==> src/rtl/core/smre_pkg.sv <==
// Shared types and codes of the sorted multiset rank engine.
// Depends on nothing; used by every module of the block.
package smre_pkg;

   localparam int CAPACITY_DEF = 256;

   localparam logic [2:0] ACT_INSERT = 3'd0;
   localparam logic [2:0] ACT_DELETE = 3'd1;
   localparam logic [2:0] ACT_RANK   = 3'd2;
   localparam logic [2:0] ACT_KTH    = 3'd3;
   localparam logic [2:0] ACT_PRED   = 3'd4;
   localparam logic [2:0] ACT_SUCC   = 3'd5;

   localparam logic [1:0] ST_OK   = 2'd0;
   localparam logic [1:0] ST_MISS = 2'd1;
   localparam logic [1:0] ST_FULL = 2'd2;

   typedef struct packed {
      logic [2:0]         action;
      logic signed [31:0] operand;
   } req_type;

   typedef struct packed {
      logic signed [31:0] answer;
      logic [1:0]         status;
   } rsp_type;

   typedef struct packed {
      logic capture;
      logic shift_in;
      logic shift_out;
   } cell_ctl_type;

   typedef struct packed {
      logic below;
      logic not_above;
      logic pred_hit;
      logic succ_hit;
      logic kth_hit;
      logic eq_hit;
   } cell_flag_type;

   typedef struct packed {
      logic pred_any;
      logic succ_any;
      logic kth_any;
      logic eq_any;
   } red_hit_type;

endpackage

==> src/rtl/core/smre_cell.sv <==
// One storage cell of the sorted chain: holds one value and its compare flags.
// Depends on smre_pkg; instantiated in a row by the top level.
module smre_cell
   import smre_pkg::*;
#(
   parameter int CAPACITY = CAPACITY_DEF,
   parameter int IDX = 0,
   localparam int CntW = $clog2(CAPACITY + 1)
) (
   input  logic               clock,
   input  cell_ctl_type       ctl,
   input  logic [CntW-1:0]    occupancy,
   input  logic signed [31:0] operand,
   input  logic signed [31:0] left_value,
   input  logic signed [31:0] right_value,
   input  logic               left_below,
   input  logic               left_not_above,
   input  logic               right_below,
   output logic signed [31:0] value,
   output cell_flag_type      flags
);

   logic signed [31:0] value_ff, value_in;
   logic               valid_ff, below_ff, not_above_ff, kth_ff;
   logic               valid_now;

   assign valid_now = CntW'(IDX) < occupancy;

   always_comb begin
      value_in = value_ff;
      if (ctl.shift_in && !below_ff) begin
         value_in = left_below ? operand : left_value;
      end else if (ctl.shift_out && !below_ff) begin
         value_in = right_value;
      end
   end

   always_ff @(posedge clock) begin
      value_ff <= value_in;
      if (ctl.capture) begin
         valid_ff     <= valid_now;
         below_ff     <= valid_now && (value_ff < operand);
         not_above_ff <= valid_now && (value_ff <= operand);
         kth_ff       <= valid_now && (operand == 32'(IDX + 1));
      end
   end

   assign value           = value_ff;
   assign flags.below     = below_ff;
   assign flags.not_above = not_above_ff;
   assign flags.pred_hit  = below_ff && !right_below;
   assign flags.succ_hit  = valid_ff && !not_above_ff && left_not_above;
   assign flags.kth_hit   = kth_ff;
   assign flags.eq_hit    = not_above_ff && !below_ff;

endmodule

==> config.mk <==
export PLATFORM = sky130hd
export DESIGN_NAME = smre_cell
export DESIGN_NICKNAME = d
export VERILOG_FILES = /design/src/rtl/core/smre_pkg.sv /design/src/rtl/core/smre_cell.sv
export SDC_FILE = /design/constraint.sdc
export NUM_CORES = 1
export LEC_CHECK = 0
export BUFFER_PORTS_ARGS = -buffer_cell sky130_fd_sc_hd__buf_2
export CORE_ASPECT_RATIO = 1.75
export CORE_MARGIN = 1
export CORE_UTILIZATION = 26
export DETAILED_ROUTE_END_ITERATION = 10
export SYNTH_ARGS = -nofsm -noshare
export SYNTH_HDL_FRONTEND = slang
export SYNTH_SLANG_ARGS = --single-unit
==> constraint.sdc <==
create_clock -name clock -period 5.25 [get_ports clock]
set_input_delay 0 -clock clock [delete_from_list [all_inputs] [get_ports clock]]
set_output_delay 0 -clock clock [all_outputs]
set_load 0.02 [all_outputs]
==> Yosys cells after proc, flatten, opt, wreduce, memory -nomap -nowiden <==
Index checks and enable logic that the tools add are counted.
Widths: inputs -> output; s select.
{ "classes": {"n_mux": 3, "n_reduce_logical": 13, "magnitude_cmp": 3, "eq_ne": 1} }
{ "ops": {"columns": ["op", "n"], "rows": [
  ["$mux 32", 3],
  ["$eq 32x2->1 const B", 1],
  ["$le 32x32->1", 1],
  ["$lt 32x32->1", 1],
  ["$logic_and 1x1->1", 9],
  ["$lt 1x9->1 const A", 1],
  ["$logic_not 1->1", 3],
  ["$reduce_bool 2->1", 1]
]} }
{ "totals": {"inputBits": 112, "output_inout_bits": 38, "register_bits": 36, "word_cells": 25} }

==> Longest topological paths before layout <==
Gate-level depths: netlist of run 1.
{ "logic_depth": {"word_depth": 4, "depth_mapped": 8} }

==> Least setup slack after synthesis of run 1 <==
OpenSTA, ideal clock, no wires.
{ "synth_timing": {"path_type": "register to register", "startpoint": "register below_ff", "endpoint": "register value_ff[0] (netlist: value[0]) (enable)", "path_buffers": 0, "setup_slack_ps": 3026, "stages_incl_launch_ff": 2, "synth_period_minus_slack_ps": 2224, "t_arrival_ps": 1802, "setup_time_ps": 422, "cell_sequence": "edfxtp_1 -> nor2_1"} }
{ "synth_between": {"elab_chain_cells": 3, "word_cells_on_any_way": 4, "classes_between": "reduce/logical (4)"} }
{ "synth_lines": {"columns": ["element", "line", "rtl"], "rows": [
  ["start, declared", "smre_cell.sv:24", "logic valid_ff, below_ff, not_above_ff, kth_ff;"],
  ["start signal, assigned", "smre_cell.sv:42", "below_ff <= valid_now && (value_ff < operand);"],
  ["$logic_not 1->1 (*)", "smre_cell.sv:31, smre_cell.sv:33", null],
  ["$logic_and 1x1->1, on equally long branches", "smre_cell.sv:31, smre_cell.sv:33", null],
  ["$reduce_bool 2->1 (no line) (*)", null, null],
  ["end signal, assigned", "smre_cell.sv:39", "value_ff <= value_in;"],
  ["end, declared", "smre_cell.sv:23", "logic signed [31:0] value_ff, value_in;"]
]} }
Every way passes the cells marked *; elsewhere a longest branch is shown, timed or not.
A chain may end at the register's enable or synchronous reset.

==> Worst setup path in the final report of run 1 <==
{ "layout_timing": {"startpoint": "register value_ff[31] (netlist: value[31])", "endpoint": "register not_above_ff (data pin)"} }
{ "layout_between": {"elab_chain_cells": 2} }
{ "layout_lines": {"columns": ["element", "line", "rtl"], "rows": [
  ["$le 32x32->1", "smre_cell.sv:43", "not_above_ff <= valid_now && (value_ff <= operand);"],
  ["$logic_and 1x1->1", "smre_cell.sv:43", null],
  ["end signal, assigned", "smre_cell.sv:43", null],
  ["end, declared", "smre_cell.sv:24", null]
]} }
No other way between the ends.

==> flow_summary.json, run 1 <==
{
  "coreArea_mm2": 0.0103,
  "cts_max_level": 2,
  "synth-seq-area-share": 0.391,
  "path_max_fanout": 4,
  "fmax_ghz": 0.462,
  "viasPerCell": 4.66,
  "synth_area_leaders": "edfxtp_1 39%, ha_1 14%, mux2i_1 12%, o21ai_0 6.5%, nand2_1 5.6%",
  "fp-row-count": 49,
  "grt_pass1_vias": 2636,
  "mostFrequentLayoutCells": "149 x buf_2, 41 x nand2_1, 36 x o21ai_0, 36 x edfxtp_1, 33 x inv_1",
  "areaGrowthSynthToFinish_pct": 39.1,
  "rsz0062_at_grt": "false",
  "crit_type": "register to register",
  "fp.dieW_um": 80.0,
  "cts_tree": "built",
  "ctsResizeCount": 0,
  "root_buffer": "clkbuf_16",
  "async_reset_ff_frac": 0,
  "relSlewSlack": 0.304,
  "portBuffers": 149,
  "slew_violations": 0,
  "wl_met3_um": 416,
  "ios": 150,
  "grt_usage": 0.165,
  "clock_path_buffers": 2,
  "outcome": "complete, no violations",
  "tightest_slew_ps": 1040,
  "hold_depth": 3,
  "synth_area_mm2": 0.00277,
  "holdCritPathClass": "input pin to register",
  "grt_pass1_wl_um": 13400,
  "grt_max_degree": 65,
  "cts_buffers": 5,
  "antenna_cells": 0,
  "crit_path_end_kind": "register",
  "yosysTopAreaCell": "edfxtp_1",
  "fillCellCount": 1060,
  "routabilityCongestion": 0.819,
  "synth_edf_count": 36,
  "p_leak_nw": 1.95,
  "ys_ff_latch": 36,
  "drt-met1-wl_um": 3120,
  "fin_crit_sh": 0.412,
  "top_layer": "met4",
  "synth_ff_type": "edfxtp_1",
  "critPathLaunch": "value[31]",
  "post_drt_wl_per_cell_um": 15.4,
  "drive_above_1_share": 0.375,
  "rr_startpoint": "value[31]",
  "cts_sinks": 36,
  "maxCapViolCount": 0,
  "synth.top_cell.area_share": 0.391,
  "ir_worst_vdd_mv": 0.116,
  "ant_nets": 0,
  "crit_end": "not_above_ff",
  "reg2reg_to": "not_above_ff",
  "gr-total-overflow": 0,
  "drt_pass1_iterations": 4,
  "die_area_mm2": 0.0111,
  "min_from": "right_value[22]",
  "multi_input_area_mm2": 0.00149,
  "via_count": 2628,
  "dpl.hpwl_um": 7080,
  "finalSetupViolCount": 0,
  "worstPathRequired_ps": 5280,
  "final_common_cell": "buf_2",
  "die_h_um": 138,
  "nNetsFinal": 583,
  "antenna_found_initial": 0,
  "finalClockSkew_ps": 4.99,
  "setup_tns_ps": 0,
  "clk_pin_slew_ps": 50,
  "r2r_setup_slack_ps": 3090,
  "syn_area_per_cell_um2": 9.68,
  "worstSkewPairLatency_ps": 280,
  "pwr_density_cell_mw_per_mm2": 262,
  "synth_fp_nets": 430,
  "post-route-util": 0.374,
  "drc": 0,
  "drtIter0Drc": 103,
  "synth_cell_types": 35,
  "start_kind": "register",
  "dr_wl_met2_um": 4810,
  "yosysWarnings": 0,
  "cp.arrival_ps": 2200,
  "synth_cells": 286,
  "seqCellArea_mm2": 0.00108,
  "r2r_cells": 7,
  "initial_utilization": 0.269,
  "finalWirelength_um": 8710,
  "post-route-min-period_ps": 2160,
  "hold_viol_final": 0
}
## registers in the layout, summed over array words and instances, names as in the netlist
register	flops
kth_ff	1
below_ff	1
value	32
not_above_ff	1
valid_ff	1
## layout make-up
class                   instances  share of cell area
repair buffers                160               0.222
inverters                      34              0.0367
well taps                     127              0.0413
multi-input cells             202               0.386
flip-flops and latches         36               0.281
clock buffers                   5              0.0325
## metal layers
metal	GRT usage	vias to the layer above
li1	-	1332
met5	0	-
met2	0.309	102
met4	0.0930	0
met3	0.0251	21
met1	0.168	1173
## how the worst min path moves through the flow
stage | to | slack [ps]
after CTS | value[22] | 0.4
after floorplan | flags[3] | 80
after global routing | value[5] | 20
after detailed placement | flags[3] | 250
final | value[22] | 2
after global placement | flags[3] | 250
## cells in the mapped netlist (all sizes together), types with 2 or more instances
cell type	number
buf	6
clkbuf	8
a21oi	12
nor2b	4
nand4	10
o21ai	36
inv	33
nor3	2
nand2	41
mux2i	32
edfxtp	36
nor2	6
ha	32
nor4	10
nand3	2
nand2b	2
## critical path, stage by stage (launching register included)
cell	delay [ps]
edfxtp_1	390
ha_1	370
nand4_2	170
nor4_4	340
nand4_1	170
a31oi_1	220
o31ai_2	110
o21bai_1	160
## per-stage QoR
step,power [mW],hold WS [ps],cells,setup slack [ps],cell area (µm²)
after global routing,1.07,15.7,564,2960,3850
after CTS,1.03,0.432,564,3070,3850
after global placement,0.731,250,548,3170,3610
final,1.01,1.57,564,3090,3850
after floorplan,0.602,78.1,286,3030,2770
after detailed placement,0.738,250,548,3090,3610
## power by group
group | leakage, nW | total, mW | internal [mW] | switching [mW]
clock network | 0.0616 | 0.276 | 0.168 | 0.108
registers | 0.351 | 0.395 | 0.372 | 0.0229
logic | 1.53 | 0.338 | 0.135 | 0.203
total | 1.95 | 1.01 | 0.674 | 0.335
## cell families after synthesis
logic type	after synthesis	synth area share
simple gates	79	0.150
fa+ha+maj	32	0.145
flops	36	0.391
mux	32	0.116
buf+inv	48	0.0755
compound gates	59	0.123
## repair_timing
action	in CTS	in global routing
hold endpoints to repair	14	0
hold buffers	11	0
setup endpoints to repair	0	0
buffers inserted	0	0
Power figures use the tool's default switching activity.
==> inputs of run 2 (changes only) <==
==> constraint.sdc (replaced) <==
create_clock -name clock -period 2.1 [get_ports clock]
set_input_delay 0 -clock clock [delete_from_list [all_inputs] [get_ports clock]]
set_output_delay 0 -clock clock [all_outputs]
set_load 0.02 [all_outputs]
==> run 2 against run 1 <==
Sequential power rose by 150%. Highest routed layer unchanged. Sequential share of layout area shrank 0.66 points. Setup slack lost 3100 ps. Total power rose to 2.6 times the previous value. Hold slack better by 1.6 ps. Critical endpoint unchanged. Clock power rose to 2.6 times the previous value. Clock skew increased by 1.2 ps.
==> flow_summary.json, run 2 (same netlist as run 1, synthesis figures left out) <==
{
  "antenna_found_initial": 0,
  "fp-row-count": 49,
  "final_common_cell": "buf_2",
  "areaGrowthSynthToFinish_pct": 42.5,
  "worstSkewPairLatency_ps": 280,
  "largest_reg_flops": 32,
  "hold_viol_final": 0,
  "viasPerCell": 4.67,
  "holdCritPathClass": "input pin to register",
  "drive_above_1_share": 0.407,
  "place_ws_ps": -90.7,
  "sw_frac_of_total": 0.328,
  "finalClockSkew_ps": 6.21,
  "finalSetupViolCount": 0,
  "setup_slack_ps": 26.6,
  "cp.arrival_ps": 2090,
  "ant_nets": 0,
  "fp.dieW_um": 80.0,
  "mostFrequentLayoutCells": "149 x buf_2, 41 x nand2_1, 36 x o21ai_0, 36 x edfxtp_1, 33 x inv_1",
  "grt_pass1_vias": 2786,
  "routabilityCongestion": 0.776,
  "grt_usage": 0.157,
  "die_h_um": 138,
  "relSlewSlack": 0.653,
  "gr-total-overflow": 0,
  "p_clk_frac": 0.272,
  "nNetsFinal": 584,
  "dpl.hpwl_um": 6930,
  "internal_power_mw": 1.74,
  "p_leak_nw": 1.97,
  "switchingPower_mw": 0.846,
  "crit_type": "register to register",
  "ios": 150,
  "tightest_slew_ps": 516,
  "path_max_fanout": 2,
  "cts_buffers": 5,
  "drc": 0,
  "crit_buf_inv": 0,
  "maxCapViolCount": 0,
  "coreArea_mm2": 0.0103,
  "fillCellCount": 1074,
  "portBuffers": 149,
  "drtIter0Drc": 96,
  "fin_crit_sh": 0.987,
  "finalWirelength_um": 8360,
  "clk_pin_slew_ps": 60,
  "cts_max_level": 2,
  "post_drt_wl_per_cell_um": 14.7,
  "cpLargestDelayFamily": "simple AND/OR/NAND/NOR gates",
  "worstPathRequired_ps": 2120,
  "clock_path_buffers": 2,
  "initial_utilization": 0.269,
  "rsz0062_at_grt": "true",
  "grt_pass1_wl_um": 13100,
  "die_area_mm2": 0.0111,
  "crit_path_end_kind": "register",
  "slowest_delay_ps": 420,
  "power_frac_seq": 0.382,
  "grt_max_degree": 33,
  "crit_chain": "ha_4, nand4_4, nor4_4, nand4_1, a31oi_2, o31ai_2, o21bai_1",
  "p_total_mw": 2.58,
  "slew_violations": 0,
  "pwr_density_cell_mw_per_mm2": 655,
  "drt_pass1_iterations": 4,
  "fmax_ghz": 0.482,
  "critPathSlowestCell": "edfxtp_1",
  "cts_sinks": 36,
  "outcome": "complete, no violations",
  "comb_power_share": 0.345,
  "post-route-min-period_ps": 2070,
  "antenna_cells": 0,
  "start_kind": "register",
  "ir_worst_vdd_mv": 0.308,
  "via_count": 2648,
  "root_buffer": "clkbuf_16",
  "cts_tree": "built"
}
run 2: changes by cell type in the layout (fill, tap and decap cells not counted), sizes merged:
cell and change:
clkbuf +1, dlygate4sd3 -7, clkinv +1, buf +8
run 2: cell type report:
class                           count  area (µm²)  share of cell area
Multi-Input combinational cell    202        1560               0.395
Clock buffer                        6         129              0.0327
Sequential cell                    36        1080               0.274
Timing Repair Buffer              161         871               0.221
Inverter                           34         141              0.0359
Tap cell                          127         159              0.0403
Clock inverter                      1        5.00             0.00127
run 2: worst register-to-register path, delay by kind of cell, from the launching register on:
kind                     cells  cell delay, ps
AO/OA/AOI/OAI                3             440
AND/OR/NAND/NOR              3             650
adder cells (fa/ha/maj)      1             310
flip-flops                   1             420
run 2: metrics by stage:
step	hold WS [ps]	cell area [µm²]	TNS, ps	util	instances
finish	3.13	3940	0	0.383	567
global route	9.26	3940	-27.1	0.383	567
CTS	0.0755	3940	0	0.382	567
detailed placement	250	3690	-90.7	0.358	553
global placement	247	3690	0	0.358	553
floorplan	78.1	2780	0	-	286
run 2: power by group through the flow:
stage | combinational (mW) | sequential (mW) | clock [mW]
after floorplan | 0.410 | 1.10 | 0
after global placement | 0.855 | 0.992 | 0
after detailed placement | 0.865 | 0.999 | 0
after CTS | 0.907 | 0.990 | 0.732
after global routing | 0.989 | 1.00 | 0.749
final | 0.892 | 0.987 | 0.704
run 2: worst paths after layout:
kind / from / cells past startpoint / end / slack, ps
min reg2reg: value[16] / 3 / not_above_ff / 910
min: right_value[25] / 3 / value[25] / 3
max reg2reg: value[27] / 7 / not_above_ff / 30
max: value[27] / 7 / not_above_ff / 30
run 2: repair_timing:
item / in CTS / in global routing
endpoints found under the hold margin: 7 / 0
hold buffers: 4 / 0
setup buffers: 3 / 0
setup endpoints to repair: 1 / 2
resized for setup: 4 / 1
pin swaps: 14 / 3
run 2: layer usage:
| layer | wire (µm) | global-route usage | part of all wire | vias to the layer above |
|---|---|---|---|---|
| li1 | - | - | - | 1339 |
| met5 | 0 | 0 | 0 | - |
| met3 | 349 | 0.0158 | 0.042 | 11 |
| met4 | 183 | 0.0536 | 0.022 | 0 |
| met1 | 2890 | 0.150 | 0.35 | 1200 |
| met2 | 4930 | 0.325 | 0.59 | 98 |
